File: src/rtl/core/fci_pkg.sv
// ----------------------------------------------------------------------------
// fci_pkg
// Types and constants of the fan curve interpolator.
// ----------------------------------------------------------------------------
`timescale 1ns / 1ps

package fci_pkg;

  // Field widths of the curve table and the stream items.
  localparam int TEMP_W         = 8;
  localparam int FAN_W          = 7;
  localparam int SLOT_W         = 16;
  localparam int SLOTS_PER_WORD = 4;
  localparam int CFG_DATA_W     = 64;
  localparam int CFG_IDX_W      = 3;
  localparam int COUNT_FIELD_W  = 5;

  // Product of a fan difference magnitude and a temperature offset.
  localparam int PROD_W = FAN_W + TEMP_W;
  // The quotient never exceeds the fan difference, so it fits the fan width.
  localparam int QUO_W  = FAN_W;

  localparam logic [FAN_W-1:0] FAN_MAX = FAN_W'(100);

  // Configuration register indexes.
  localparam logic [CFG_IDX_W-1:0] REG_POINTS_0_3   = 3'd0;
  localparam logic [CFG_IDX_W-1:0] REG_POINTS_4_7   = 3'd1;
  localparam logic [CFG_IDX_W-1:0] REG_POINTS_8_11  = 3'd2;
  localparam logic [CFG_IDX_W-1:0] REG_POINTS_12_15 = 3'd3;
  localparam logic [CFG_IDX_W-1:0] REG_POINT_COUNT  = 3'd4;

  // Segment found for one item; direct set means f0 already is the answer.
  typedef struct packed {
    logic                     direct;
    logic [FAN_W-1:0]         f0;
    logic signed [FAN_W:0]    df;
    logic [TEMP_W-1:0]        off;
    logic [TEMP_W-1:0]        dt;
  } seg_t;

  // One item on its way through the divider.
  typedef struct packed {
    logic                     direct;
    logic [FAN_W-1:0]         f0;
    logic                     neg;
    logic [PROD_W-1:0]        rem;
    logic [TEMP_W-1:0]        dt;
    logic [QUO_W-1:0]         quo;
  } div_st_t;

endpackage

File: src/rtl/core/fci_seg_find.sv
// ----------------------------------------------------------------------------
// fci_seg_find
// Two pipeline stages: compares against every setpoint, then picks the
// first matching segment and forms its differences.
// ----------------------------------------------------------------------------
`timescale 1ns / 1ps

module fci_seg_find import fci_pkg::*; #(
  parameter int MAX_POINTS = 16
) (
  input  logic                                  clk_i,
  input  logic                                  rst_ni,
  input  logic [TEMP_W-1:0]                     temps_i [MAX_POINTS],
  input  logic [FAN_W-1:0]                      fans_i  [MAX_POINTS],
  input  logic [$clog2(MAX_POINTS+1)-1:0]       count_i,
  input  logic                                  in_valid_i,
  output logic                                  in_ready_o,
  input  logic [TEMP_W-1:0]                     in_temp_i,
  output logic                                  out_valid_o,
  input  logic                                  out_ready_i,
  output seg_t                                  out_seg_o
);

  localparam int CNT_W = $clog2(MAX_POINTS + 1);
  localparam int IDX_W = (MAX_POINTS > 2) ? $clog2(MAX_POINTS) : 1;
  localparam int SEG_N = MAX_POINTS - 1;

  // Stage A registers.
  logic                 a_v_q;
  logic [TEMP_W-1:0]    a_t_q;
  logic [SEG_N-1:0]     a_hit_q;
  logic                 a_empty_q, a_first_q, a_last_q;
  logic [IDX_W-1:0]     a_last_idx_q;
  logic                 a_rdy;

  // Stage B registers.
  logic                 b_v_q;
  seg_t                 b_q;
  logic                 b_rdy;

  // Stage A combinational compares.
  logic [SEG_N-1:0]     hit_d;
  logic [IDX_W-1:0]     last_idx_d;
  logic                 empty_d, first_d, last_d;

  always_comb begin
    for (int i = 0; i < SEG_N; i++) begin
      hit_d[i] = (CNT_W'(i + 1) < count_i) && (in_temp_i >= temps_i[i])
                 && (in_temp_i <= temps_i[i+1]);
    end
    empty_d    = (count_i == '0);
    last_idx_d = IDX_W'(count_i - CNT_W'(1));
    first_d    = (in_temp_i <= temps_i[0]);
    last_d     = (in_temp_i >= temps_i[last_idx_d]);
  end

  assign a_rdy = !a_v_q || b_rdy;
  assign b_rdy = !b_v_q || out_ready_i;
  assign in_ready_o = a_rdy;

  always_ff @(posedge clk_i or negedge rst_ni) begin
    if (!rst_ni) begin
      a_v_q <= 1'b0;
    end else if (a_rdy) begin
      a_v_q <= in_valid_i;
    end
  end

  always_ff @(posedge clk_i) begin
    if (a_rdy && in_valid_i) begin
      a_t_q        <= in_temp_i;
      a_hit_q      <= hit_d;
      a_empty_q    <= empty_d;
      a_first_q    <= first_d;
      a_last_q     <= last_d;
      a_last_idx_q <= last_idx_d;
    end
  end

  // Stage B: first matching segment and its differences.
  logic [IDX_W-1:0]  sel;
  logic [IDX_W-1:0]  sel_hi;
  logic [TEMP_W-1:0] t0, t1;
  logic [FAN_W-1:0]  f0, f1;
  seg_t              b_d;

  always_comb begin
    sel = '0;
    for (int i = SEG_N - 1; i >= 0; i--) begin
      if (a_hit_q[i]) begin
        sel = IDX_W'(i);
      end
    end
    sel_hi = IDX_W'(sel + IDX_W'(1));
    t0 = temps_i[sel];
    t1 = temps_i[sel_hi];
    f0 = fans_i[sel];
    f1 = fans_i[sel_hi];

    b_d.direct = 1'b0;
    b_d.f0     = f0;
    b_d.df     = $signed({1'b0, f1}) - $signed({1'b0, f0});
    b_d.off    = a_t_q - t0;
    b_d.dt     = t1 - t0;

    // Special cases resolve to a value that is passed through untouched.
    if (a_empty_q) begin
      b_d.direct = 1'b1;
      b_d.f0     = '0;
    end else if (a_first_q) begin
      b_d.direct = 1'b1;
      b_d.f0     = fans_i[0];
    end else if (a_last_q) begin
      b_d.direct = 1'b1;
      b_d.f0     = fans_i[a_last_idx_q];
    end else if (a_hit_q == '0) begin
      b_d.direct = 1'b1;
      b_d.f0     = fans_i[0];
    end else if (t1 == t0) begin
      b_d.direct = 1'b1;
    end
  end

  always_ff @(posedge clk_i or negedge rst_ni) begin
    if (!rst_ni) begin
      b_v_q <= 1'b0;
    end else if (b_rdy) begin
      b_v_q <= a_v_q;
    end
  end

  always_ff @(posedge clk_i) begin
    if (b_rdy && a_v_q) begin
      b_q <= b_d;
    end
  end

  assign out_valid_o = b_v_q;
  assign out_seg_o   = b_q;

endmodule

File: src/rtl/core/fci_divider.sv
// ----------------------------------------------------------------------------
// fci_divider
// Pipelined restoring divider: one quotient bit per register stage.
// ----------------------------------------------------------------------------
`timescale 1ns / 1ps

module fci_divider import fci_pkg::*; (
  input  logic    clk_i,
  input  logic    rst_ni,
  input  logic    in_valid_i,
  output logic    in_ready_o,
  input  div_st_t in_data_i,
  output logic    out_valid_o,
  input  logic    out_ready_i,
  output div_st_t out_data_o
);

  div_st_t          data_w [QUO_W+1];
  logic [QUO_W:0]   valid_w;
  logic [QUO_W:0]   ready_w;
  logic [QUO_W-1:0] v_q;
  div_st_t          st_q [QUO_W];

  assign data_w[0]      = in_data_i;
  assign valid_w[0]     = in_valid_i;
  assign in_ready_o     = ready_w[0];
  assign ready_w[QUO_W] = out_ready_i;
  assign out_valid_o    = valid_w[QUO_W];
  assign out_data_o     = data_w[QUO_W];

  for (genvar k = 0; k < QUO_W; k++) begin : g_stage
    localparam int BIT = QUO_W - 1 - k;

    logic [PROD_W-1:0] dvs;
    logic [PROD_W:0]   diff;
    div_st_t           st_d;

    // Trial subtraction of the shifted divisor.
    always_comb begin
      st_d = data_w[k];
      dvs  = PROD_W'(data_w[k].dt) << BIT;
      diff = {1'b0, data_w[k].rem} - {1'b0, dvs};
      if (!diff[PROD_W]) begin
        st_d.rem      = diff[PROD_W-1:0];
        st_d.quo[BIT] = 1'b1;
      end
    end

    assign ready_w[k] = !v_q[k] || ready_w[k+1];

    always_ff @(posedge clk_i or negedge rst_ni) begin
      if (!rst_ni) begin
        v_q[k] <= 1'b0;
      end else if (ready_w[k]) begin
        v_q[k] <= valid_w[k];
      end
    end

    always_ff @(posedge clk_i) begin
      if (ready_w[k] && valid_w[k]) begin
        st_q[k] <= st_d;
      end
    end

    assign data_w[k+1]  = st_q[k];
    assign valid_w[k+1] = v_q[k];
  end

endmodule

File: src/rtl/core/fan_curve_interpolator_unit.sv
// ----------------------------------------------------------------------------
// fan_curve_interpolator_unit
// Maps a temperature item to a fan duty percent along a setpoint curve.
// ----------------------------------------------------------------------------
// Usage:
//   The curve is loaded through the cfg write channel: indexes 0 to 3 carry
//   four 16-bit setpoints each (temperature in bits 7:0, fan percent in
//   bits 14:8), index 4 carries the number of valid setpoints. Write the
//   curve only while no item is in flight; cfg_ready_o is always high.
//   Temperature items enter on s_axis, fan percent items leave on m_axis,
//   one result per input, in order.
//   The pipeline has two stages of segment search, one multiply stage,
//   seven divider stages (one quotient bit each) and the output register.
//   Throughput is one item per cycle; every stage holds its own valid bit.
//   When m_axis stalls, the stages fill up one by one, and s_axis_tready
//   drops only once every stage holds an item. Nothing is lost or repeated.
//   Reset empties the pipeline and clears the curve to all zeros.
// ----------------------------------------------------------------------------
`timescale 1ns / 1ps

module fan_curve_interpolator_unit import fci_pkg::*; #(
  parameter int MAX_POINTS = 16
) (
  input  logic                  clk_i,
  input  logic                  rst_ni,
  // Configuration write channel.
  input  logic                  cfg_valid_i,
  output logic                  cfg_ready_o,
  input  logic [CFG_IDX_W-1:0]  cfg_index_i,
  input  logic [CFG_DATA_W-1:0] cfg_data_i,
  // Input items.
  input  logic                  s_axis_tvalid,
  output logic                  s_axis_tready,
  input  logic [7:0]            s_axis_tdata,   // [7:0] temperature
  // Result items.
  output logic                  m_axis_tvalid,
  input  logic                  m_axis_tready,
  output logic [7:0]            m_axis_tdata    // [6:0] fan_percent, [7] zero
);

  localparam int CNT_W = $clog2(MAX_POINTS + 1);

  // Curve storage.
  logic [TEMP_W-1:0] temp_q [MAX_POINTS];
  logic [FAN_W-1:0]  fan_q  [MAX_POINTS];
  logic [CNT_W-1:0]  count_q, count_d;
  logic              cfg_fire;
  logic [COUNT_FIELD_W-1:0] count_field;

  assign cfg_ready_o = 1'b1;
  assign cfg_fire    = cfg_valid_i && cfg_ready_o;

  for (genvar p = 0; p < MAX_POINTS; p++) begin : g_point
    localparam int LSB = (p % SLOTS_PER_WORD) * SLOT_W;

    logic [FAN_W-1:0] fan_raw;
    logic             wr;

    assign fan_raw = cfg_data_i[LSB+TEMP_W +: FAN_W];
    assign wr = cfg_fire
                && (cfg_index_i == REG_POINTS_0_3 + CFG_IDX_W'(p / SLOTS_PER_WORD));

    // Fan values above full duty are saturated on write.
    always_ff @(posedge clk_i or negedge rst_ni) begin
      if (!rst_ni) begin
        temp_q[p] <= '0;
        fan_q[p]  <= '0;
      end else if (wr) begin
        temp_q[p] <= cfg_data_i[LSB +: TEMP_W];
        fan_q[p]  <= (fan_raw > FAN_MAX) ? FAN_MAX : fan_raw;
      end
    end
  end

  // The point count is clamped to the table size.
  assign count_field = cfg_data_i[COUNT_FIELD_W-1:0];
  assign count_d = (count_field > COUNT_FIELD_W'(MAX_POINTS)) ? CNT_W'(MAX_POINTS)
                                                             : CNT_W'(count_field);

  always_ff @(posedge clk_i or negedge rst_ni) begin
    if (!rst_ni) begin
      count_q <= '0;
    end else if (cfg_fire && (cfg_index_i == REG_POINT_COUNT)) begin
      count_q <= count_d;
    end
  end

  // Segment search.
  logic seg_valid, seg_ready;
  seg_t seg;

  fci_seg_find #(
    .MAX_POINTS (MAX_POINTS)
  ) u_seg_find (
    .clk_i       (clk_i),
    .rst_ni      (rst_ni),
    .temps_i     (temp_q),
    .fans_i      (fan_q),
    .count_i     (count_q),
    .in_valid_i  (s_axis_tvalid),
    .in_ready_o  (s_axis_tready),
    .in_temp_i   (s_axis_tdata[TEMP_W-1:0]),
    .out_valid_o (seg_valid),
    .out_ready_i (seg_ready),
    .out_seg_o   (seg)
  );

  // Multiply stage: magnitude of the fan difference times the offset.
  logic             m_v_q;
  div_st_t          m_q, m_d;
  logic             div_ready;
  logic [FAN_W-1:0] df_abs;

  always_comb begin
    df_abs     = seg.df[FAN_W] ? FAN_W'(-seg.df) : FAN_W'(seg.df);
    m_d.direct = seg.direct;
    m_d.f0     = seg.f0;
    m_d.neg    = seg.df[FAN_W];
    m_d.rem    = df_abs * seg.off;
    m_d.dt     = seg.dt;
    m_d.quo    = '0;
  end

  assign seg_ready = !m_v_q || div_ready;

  always_ff @(posedge clk_i or negedge rst_ni) begin
    if (!rst_ni) begin
      m_v_q <= 1'b0;
    end else if (seg_ready) begin
      m_v_q <= seg_valid;
    end
  end

  always_ff @(posedge clk_i) begin
    if (seg_ready && seg_valid) begin
      m_q <= m_d;
    end
  end

  // Divider.
  logic    div_valid, o_rdy;
  div_st_t div_out;

  fci_divider u_divider (
    .clk_i       (clk_i),
    .rst_ni      (rst_ni),
    .in_valid_i  (m_v_q),
    .in_ready_o  (div_ready),
    .in_data_i   (m_q),
    .out_valid_o (div_valid),
    .out_ready_i (o_rdy),
    .out_data_o  (div_out)
  );

  // Output register: apply the signed quotient to the first fan value.
  logic             o_v_q;
  logic [FAN_W-1:0] o_fan_q, o_fan_d;
  logic [FAN_W:0]   sum;

  always_comb begin
    if (div_out.neg) begin
      sum = {1'b0, div_out.f0} - {1'b0, div_out.quo};
    end else begin
      sum = {1'b0, div_out.f0} + {1'b0, div_out.quo};
    end
    o_fan_d = div_out.direct ? div_out.f0 : sum[FAN_W-1:0];
  end

  assign o_rdy = !o_v_q || m_axis_tready;

  always_ff @(posedge clk_i or negedge rst_ni) begin
    if (!rst_ni) begin
      o_v_q <= 1'b0;
    end else if (o_rdy) begin
      o_v_q <= div_valid;
    end
  end

  always_ff @(posedge clk_i) begin
    if (o_rdy && div_valid) begin
      o_fan_q <= o_fan_d;
    end
  end

  assign m_axis_tvalid = o_v_q;
  assign m_axis_tdata  = {1'b0, o_fan_q};

endmodule

File: config.mk
export PLATFORM = sky130hd
export DESIGN_NAME = fan_curve_interpolator_unit
export DESIGN_NICKNAME = d
export VERILOG_FILES = /design/src/rtl/core/fci_pkg.sv /design/src/rtl/core/fci_seg_find.sv /design/src/rtl/core/fci_divider.sv /design/src/rtl/core/fan_curve_interpolator_unit.sv
export SDC_FILE = /design/constraint.sdc
export NUM_CORES = 1
export LEC_CHECK = 0
export ABC_AREA = 0
export ABC_CLOCK_PERIOD_IN_PS = 8900
export BUFFER_PORTS_ARGS = -buffer_cell sky130_fd_sc_hd__buf_2
export CAP_MARGIN = 40
export CORE_MARGIN = 2
export CORE_UTILIZATION = 64
export CTS_CLUSTER_SIZE = 25
export DETAILED_ROUTE_END_ITERATION = 7
export PLACE_DENSITY = 0.81
export SLEW_MARGIN = 20
export SYNTH_ARGS = -nofsm -noshare
export SYNTH_HDL_FRONTEND = slang
export SYNTH_SLANG_ARGS = --single-unit
File: constraint.sdc
create_clock -name clk_i -period 8.9 [get_ports clk_i]
set_input_delay 2.67 -clock clk_i [delete_from_list [all_inputs] [get_ports clk_i]]
set_output_delay 2.67 -clock clk_i [all_outputs]
set_load 0.005 [all_outputs]
==> summary by stage, run 1 <==
Logic synthesis
After synthesis, the most frequently instantiated cells are nand2_1 (552), edfxtp_1 (330), o21ai_0 (291), inv_1 (268), dfrtp_1 (256). Synthesis produced a netlist whose cell count is 3326. After synthesis, the cell types taking the most area are edfxtp_1 (28%), dfrtp_1 (18%), ha_1 (9.0%). In this run, distinct cell masters in the synthesized netlist total 80. The post-synth net total is 3700. Summing the sequential cell areas from Yosys gives 46.0% of the chip area.

nand2_1 is the most common cell in the netlist. The netlist area before placement is 35500 um^2. By area, the combinational part of the netlist is dominated by simple AND/OR/NAND/NOR gates. The register bit count reported by yosys is 586. In the synthesized netlist, mux cells make up 10.9% of the area. The flip-flop cell with the highest count after synthesis is edfxtp_1. The async set-reset flop share out of synthesis is 43.7%. The share of the synthesized area in the top cell type is 28.0%.

The compound-gate portion of the synthesized area is 11.0%. The synthesized netlist devotes 14.0% of its cell area to simple gates. After synthesis, the mean cell area works out to 10.7 um^2. After Yosys synthesis, XOR and XNOR cells account for 2.22% of the synthesized area. Yosys mapped a number of flops with a built-in enable equal to 330. The number of warnings printed during yosys synthesis is 0. The biggest area contributor in the post-synthesis netlist is edfxtp_1. Of the total synthesized cell area, the portion taken by full adders, half adders and majority gates is 11.3%.

Run
The count of maximum capacitance violations is 0.

Global routing
In the global route stage, overall resource usage came out at 34.3%. The initial antenna violation count is 7. The global-route wire length before repair is 149 mm. After global routing the overflow that remains totals 0.

Entering global routing, the biggest net connects 146 pins. The via count of the first global-routing pass is 26.6k.

Worst setup path
STA classifies the critical path startpoint as an input port. The highest net fanout along the worst path is 5. The critical path endpoint category is an output pin. At the worst endpoint, the arrival time is 4340 ps. The most critical setup path has its startpoint at m_axis_tready.

The startpoint identified for the worst register-to-register timing path is u_seg_find.out_seg_o[16]$_DFFE_PP_. The required time reported for the critical path endpoint is 6230 ps. The critical path is of the in2out type.

Placement
Prior to clock tree synthesis, the placed netlist has a worst setup slack of 1860 ps. In this run, placement finished with an instance count of 4056. The count of buffers from port buffering is 84.

The wire-length estimate of the detail-placed layout is 68.9 mm. Routability-driven placement finished with a final weighted congestion of 1.00. The total placed instance area is 36700 um^2.

CTS
The H-tree depth reported by CTS is 2. The number of CTS-inserted buffers is 61. Counting along the longest clock path gives a buffer depth of 3. In this run the post-CTS setup repair buffer count came out at 0. The total of cells resized after clock tree synthesis is 0. The clock net in this run drives a total of 586 sinks. The clock-pin slew on the worst setup and hold paths is 70 ps.

TritonCTS built the clock tree. The cell sitting at the root of the clock tree is a clkbuf_16. The number of hold-repair buffers added at the cts stage is 0. The clock latency at the later pin of the worst-skew pair is 660 ps.

Timing
The worst path meets setup with 1890 ps of slack. The worst pin sits at a relative slew slack of 35.3%. At the pin with the least slew margin, the transition time is 960 ps. The final setup skew is 28.6 ps. The portion of the clock cycle consumed by the worst path in the final layout is 78.8%. Setup repair after global routing left no endpoint under its margin.

The final setup TNS is 0 ps. The hold violation count in the final report was 0. Derived from the worst setup path, the maximum achievable clock frequency is 0.143 GHz. Counting I/O delays and the setup requirement, the final critical path takes 7010 ps. The final setup violation count is 0. The count of pins over their slew limit is 0.

Detailed routing
The starting DRC count in detailed routing is 2691. The number of vias in the routed layout is 26.6k. The total DRC errors in the routed layout is 0.

In the routed layout, each cell is associated on average with a via count of 6.36. In this run the remaining antenna-violating nets after routing total 0. Dividing the detail-routed wire length by the instance count gives 23.0 um. For this block, the routed nets add up to 96.2 mm of wire. The iteration count of the initial detailed-routing pass is 6.

Run status
The flow ran to the end, and the final reports show no timing, DRC or antenna violations.

Floorplan
The floorplan step defined a core boundary enclosing 55000 um^2. The horizontal die dimension is 239 um. In this run the count of I/O pins placed on the die edge is 91. The area of the die is 57300 um^2.

The starting density of the core is 64.5%. The cell row count is 86. The chip height is 239 um.

Power and ir drop
Power comes to 0.0158 W. The internal power of the cells totals 0.00952 W. The switching power of the nets is 0.00624 W. The relative contribution of sequential cells to total power is 30.4%. Per report_power, the combinational group accounts for 52.2% of the total. The total power density per cell area is 405 nW/um^2. The net switching share of the total power is 39.6%. Across the VDD grid, the largest voltage drop is 0.732 mV.

The leakage power figure is 16.8 nW. The part of the total power dissipated in the clock network is 17.4%.

Cells and area
The final instance area is 38900 um^2. At the end of the flow, the number of nets in the layout was 3746. The ratio of cells with drive above 1 in the final layout is 13.1%. The area growth from synthesis to layout is 9.84%. For this run, the number of standard cells in the final layout without fillers is 4175.

Min path
The startpoint identified for the worst hold timing path is u_divider.st_q[4][35]$_DFFE_PP_. The worst hold path belongs to the class reg2reg.
==> flip-flops by register name, indices dropped and copies added, names as in the netlist, 7 cells and up <==
name and cells:
u_divider.st_q 229, temp_q 128, fan_q 112, m_q 32
u_seg_find.out_seg_o 32, u_seg_find.a_hit_q 15, u_seg_find.a_t_q 8, o_fan_q 7
==> path summary, 6_finish.rpt <==
kind	slack (ps)	endpoint	cells past startpoint
setup / recovery	1890	s_axis_tready	8
hold / removal	410	u_divider.st_q[5][35]$_DFFE_PP_	0
setup reg to reg	2960	m_q[27]$_DFFE_PP_	23
hold reg to reg	410	u_divider.st_q[5][35]$_DFFE_PP_	0
max in group asynchronous	5410	temp_q[99]$_DFFE_PN0P_	2
min in group asynchronous	2000	u_divider.out_valid_o$_DFFE_PN0P_	1
==> critical path: stages <==
cell     delay, ps
buf_2          100
nor2b_1        240
and3_1         220
and3_1         320
nand3_1        150
nor2_1         280
nand4_1        200
buf_2          170
==> area by class of cell <==
| type | count | area [um^2] |
|---|---|---|
| antenna | 2 | 5.00 |
| tap | 748 | 936 |
| inverter | 269 | 1010 |
| clock inverter | 37 | 489 |
| fill | 3817 | 16000 |
| clock buffer | 79 | 1710 |
| sequential | 586 | 16300 |
| timing repair buffer | 128 | 892 |
| multi-input combinational | 2326 | 17600 |
==> kinds of logic (layout without fill, tap and decap cells) <==
kind of cell             Yosys count  count (layout)
multiplexers                     213             213
flip-flops                       586             586
adder cells (fa/ha/maj)          296             296
AND/OR/NAND/NOR                 1081            1081
XOR/XNOR                          89              89
other                              2               4
AO/OA/AOI/OAI                    645             645
buffers and inverters            414             513
==> per-layer routing <==
metal	track usage [%]	part of all wire, %
met4	17.4	5.7
met3	7.65	10
met1	43.5	37
met2	55.7	47
met5	0	0.045
==> placed cells by master, fill, tap and decap left out, types with 45 or more instances in the layout <==
master     instances
inv_1            267
o21ai_0          291
a21o_1            53
nand2b_1          84
dfrtp_1          255
mux4_2           132
buf_2             84
nand3_1           45
nor2_1           146
clkbuf_16         62
mux2_2            46
a21oi_1          128
nor2b_1          104
edfxtp_1         330
nand2_1          552
ha_1             254
xnor2_1           52
==> through the flow <==
stage | util, % | hold slack [ps]
3_3_place_gp | 66.5 | 402
3_5_place_dp | 66.8 | 405
4_1_cts | 70.8 | 411
6_report | 70.8 | 409
5_1_grt | 70.8 | 419
2_1_floorplan | - | 400
==> power groups by stage <==
stage | Combinational [W] | Sequential (W) | Clock, W
CTS | 0.00822 | 0.00477 | 0.00278
global route | 0.00919 | 0.00487 | 0.00288
floorplan | 0.00630 | 0.00457 | 0
detailed placement | 0.00811 | 0.00481 | 0
global placement | 0.00772 | 0.00475 | 0
finish | 0.00823 | 0.00479 | 0.00275
(Power assumes the default switching activity.)
==> inputs of run 2 (changes only) <==
Settings changed: ABC_CLOCK_PERIOD_IN_PS 8900 to 6600.
Clock period 8.9 ns to 6.6 ns, I/O delays scaled along.
==> summary by stage, run 2 (synthesized netlist as in run 1, its figures left out) <==
Min path
The hold path startpoint is u_seg_find.out_seg_o[7]$_DFFE_PP_. The path with the worst hold slack has its endpoint at m_q[14]$_DFFE_PP_. The worst hold path belongs to the class reg2reg. The number of cells on the worst hold path is 0 (unchanged).

Detailed routing
The wire length on met1 was 36.5 mm (+2.9%). The per-cell via count in the routed design is 6.39 (+0.38%). The iteration count of the initial detailed-routing pass is 6 (unchanged). The total met3 wirelength after detailed routing came to 9.07 mm (-6.1%). The wire length per cell after detailed routing is 23.3 um (+1.1%). The met2 wire length is 46.1 mm (+1.3%). The starting DRC count in detailed routing is 2503 (-7.0%). The total DRC errors in the routed layout is 0 (unchanged).

The total detailed-routing wirelength is 97.4 mm (+1.2%). The antenna violation net count after detailed routing is 0 (unchanged). The number of vias in the routed layout was 26.7k (+0.57%).

The highest metal layer with signal wires is met5.

Cells and area
The flip-flop count of the largest register after layout is 229 (unchanged). The number of standard cells in the layout, taps in and fillers out came to 4183 (+0.19%). The largest registers in the layout are u_divider.st_q x229, temp_q x128, fan_q x112. The final instance area is 38900 um^2 (-0.12%).

The ratio of cells with drive above 1 in the final layout is 12.9% (-0.11 points). The number of nets in the final layout came to 3753 (+0.19%). The register with the most flip-flops in the final layout is u_divider.st_q. The library cell used most frequently in the layout, excluding fill and tap cells, is nand2_1. The area growth from synthesis to layout is 9.71%.

In the layout the commonest cells are nand2_1 (552), edfxtp_1 (330), o21ai_0 (291).

Timing
The normalized max-slew margin is 38.2% (+2.9 points). For this run, the top clock speed supported by timing is 0.169 GHz. The setup slack of the critical path after layout is 669 ps (-1220 ps). The final setup violation count came to 0 (unchanged). The final critical path takes up 89.9% of the cycle. The final setup TNS is 0 ps (unchanged). The count of pins over their slew limit was 0 (unchanged).

The hold violation count in the final report is 0 (unchanged). Setup repair after global routing left no endpoint under its margin. The final setup skew is 58.7 ps (+30.1 ps). The final period demand of the worst path is 5930 ps.

The actual transition at the worst max-transition pin was 927 ps (-32.8 ps).

Power and ir drop
The worst vdd rail ir drop was 0.923 mV (+26%). The overall power consumption is 0.0212 W (+34%). The total power density per cell area is 544 nW/um^2 (+34%). The leakage power figure is 16.7 nW (-0.21%).

CTS
TritonCTS built the clock tree. The number of setup buffers added after CTS is 0 (unchanged). The clock-pin slew on the worst setup and hold paths was 70 ps (about the same).

The clock latency at the later pin of the worst-skew pair was 670 ps (about the same). The number of hold-repair buffers added at the cts stage was 0 (unchanged). The number of CTS-inserted buffers is 60 (-1.6%).

The count of clock tree sinks was 586 (unchanged). The H-tree depth reported by CTS is 2 (unchanged). The maximum clock insertion buffer count is 3 (unchanged). The cell sitting at the root of the clock tree is a clkbuf_16. The total of cells resized after clock tree synthesis is 0 (unchanged).

Global routing
The overall global routing resource usage came to 34.8% (+0.53 points). The global-route wire length before repair is 151 mm (+1.1%). The leftover overflow at the end of global routing is 0 (unchanged).

The largest net degree at the start of global routing is 132 (-9.6%). The via count of the first global-routing pass is 26.7k (+0.12%). The initial antenna violation count came to 9 (+2).

Floorplan
The standard cell core area was 55000 um^2 (unchanged). The cell row count was 86 (unchanged). The I/O pin count came to 91 (unchanged). The horizontal die dimension is 239 um (unchanged). The chip height is 239 um (unchanged). The area of the die is 57300 um^2 (unchanged). The starting density of the core was 64.5% (unchanged).

Placement
The count of buffers from port buffering is 84 (unchanged). The detailed placer's ending HPWL is 69.5 mm (+0.76%). The number of cells after detailed placement is 4060 (+0.099%). The total placed instance area is 36700 um^2 (about the same). The final RePlAce weighted congestion is 0.967 (-3.4%). The worst-case setup slack after placement is 718 ps (-1140 ps).

Worst setup path
The worst-case register-to-register setup slack is 670 ps (-2290 ps). The worst setup path is captured at a flip-flop. The required time reported for the critical path endpoint was 7010 ps (+780 ps).

The kind of start point of the critical path is a flip-flop. The critical path data arrival time is 6340 ps (+2000 ps). The worst register-to-register path begins at u_seg_find.out_seg_o[18]$_DFFE_PP_. The capture instance of the worst register-to-register path is m_q[27]$_DFFE_PP_. By startpoint and endpoint, the worst setup path is classified as reg2reg. The cell count of the worst reg-to-reg path is 21 (-8.7%). The highest net fanout along the worst path is 8 (+3).

Run
The count of maximum capacitance violations was 0 (unchanged).

Run status
The flow ran to the end, and the final reports show no timing, DRC or antenna violations.
run 2: power breakdown:
part           leakage, nW  internal (W)  switching, W
Clock                 1.02       0.00210       0.00150
Sequential            6.36       0.00564      0.000818
Combinational         9.36       0.00502       0.00610
Total                 16.7        0.0128       0.00841
run 2: critical path: stages, from the launching register on:
cell	delay, ps
edfxtp_1	460
or3_1	410
o31ai_1	260
xor2_1	550
nand2b_1	210
fa_1	450
fa_1	540
inv_1	50
fa_1	530
inv_1	60
fa_1	530
inv_1	40
ha_1	320
inv_1	60
o21bai_1	70
a21oi_1	220
o21bai_1	80
a21oi_1	210
nor2b_1	70
o21ai_0	240
nor2b_1	210
xnor2_1	80
run 2: how the worst max path moves through the flow:
stage	slack (ps)	cells after the start	start	endpoint
final	670	21	u_seg_find.out_seg_o[18]$_DFFE_PP_	m_q[27]$_DFFE_PP_
after global placement	820	23	u_seg_find.out_seg_o[16]$_DFFE_PP_	m_q[27]$_DFFE_PP_
after detailed placement	720	21	u_seg_find.out_seg_o[18]$_DFFE_PP_	m_q[27]$_DFFE_PP_
after global routing	210	23	u_seg_find.out_seg_o[16]$_DFFE_PP_	m_q[27]$_DFFE_PP_
after floorplan	100	28	u_seg_find.a_hit_q[7]$_DFFE_PP_	u_seg_find.out_seg_o[7]$_DFFE_PP_
after CTS	650	23	u_seg_find.out_seg_o[16]$_DFFE_PP_	m_q[27]$_DFFE_PP_
run 2: cell type report:
class	instances	area [um^2]
well taps	748	936
fillers	3838	16100
flip-flops and latches	586	16300
clock buffers	80	1670
repair buffers	136	946
diodes	5	12.5
inverters	269	1010
multi-input cells	2326	17600
clock inverters	33	433
run 2: layer usage:
metal  GRT usage, %  vias up
met3           7.59      357
met1           43.8    13000
met5              0        -
li1               -    11900
met4           18.3        6
met2           56.7     1408
run 2: stage by stage:
stage	hold slack (ps)	utilization [%]
after CTS	383	70.6
after floorplan	400	-
final	399	70.7
after global routing	390	70.7
after global placement	402	66.6
after detailed placement	405	66.8
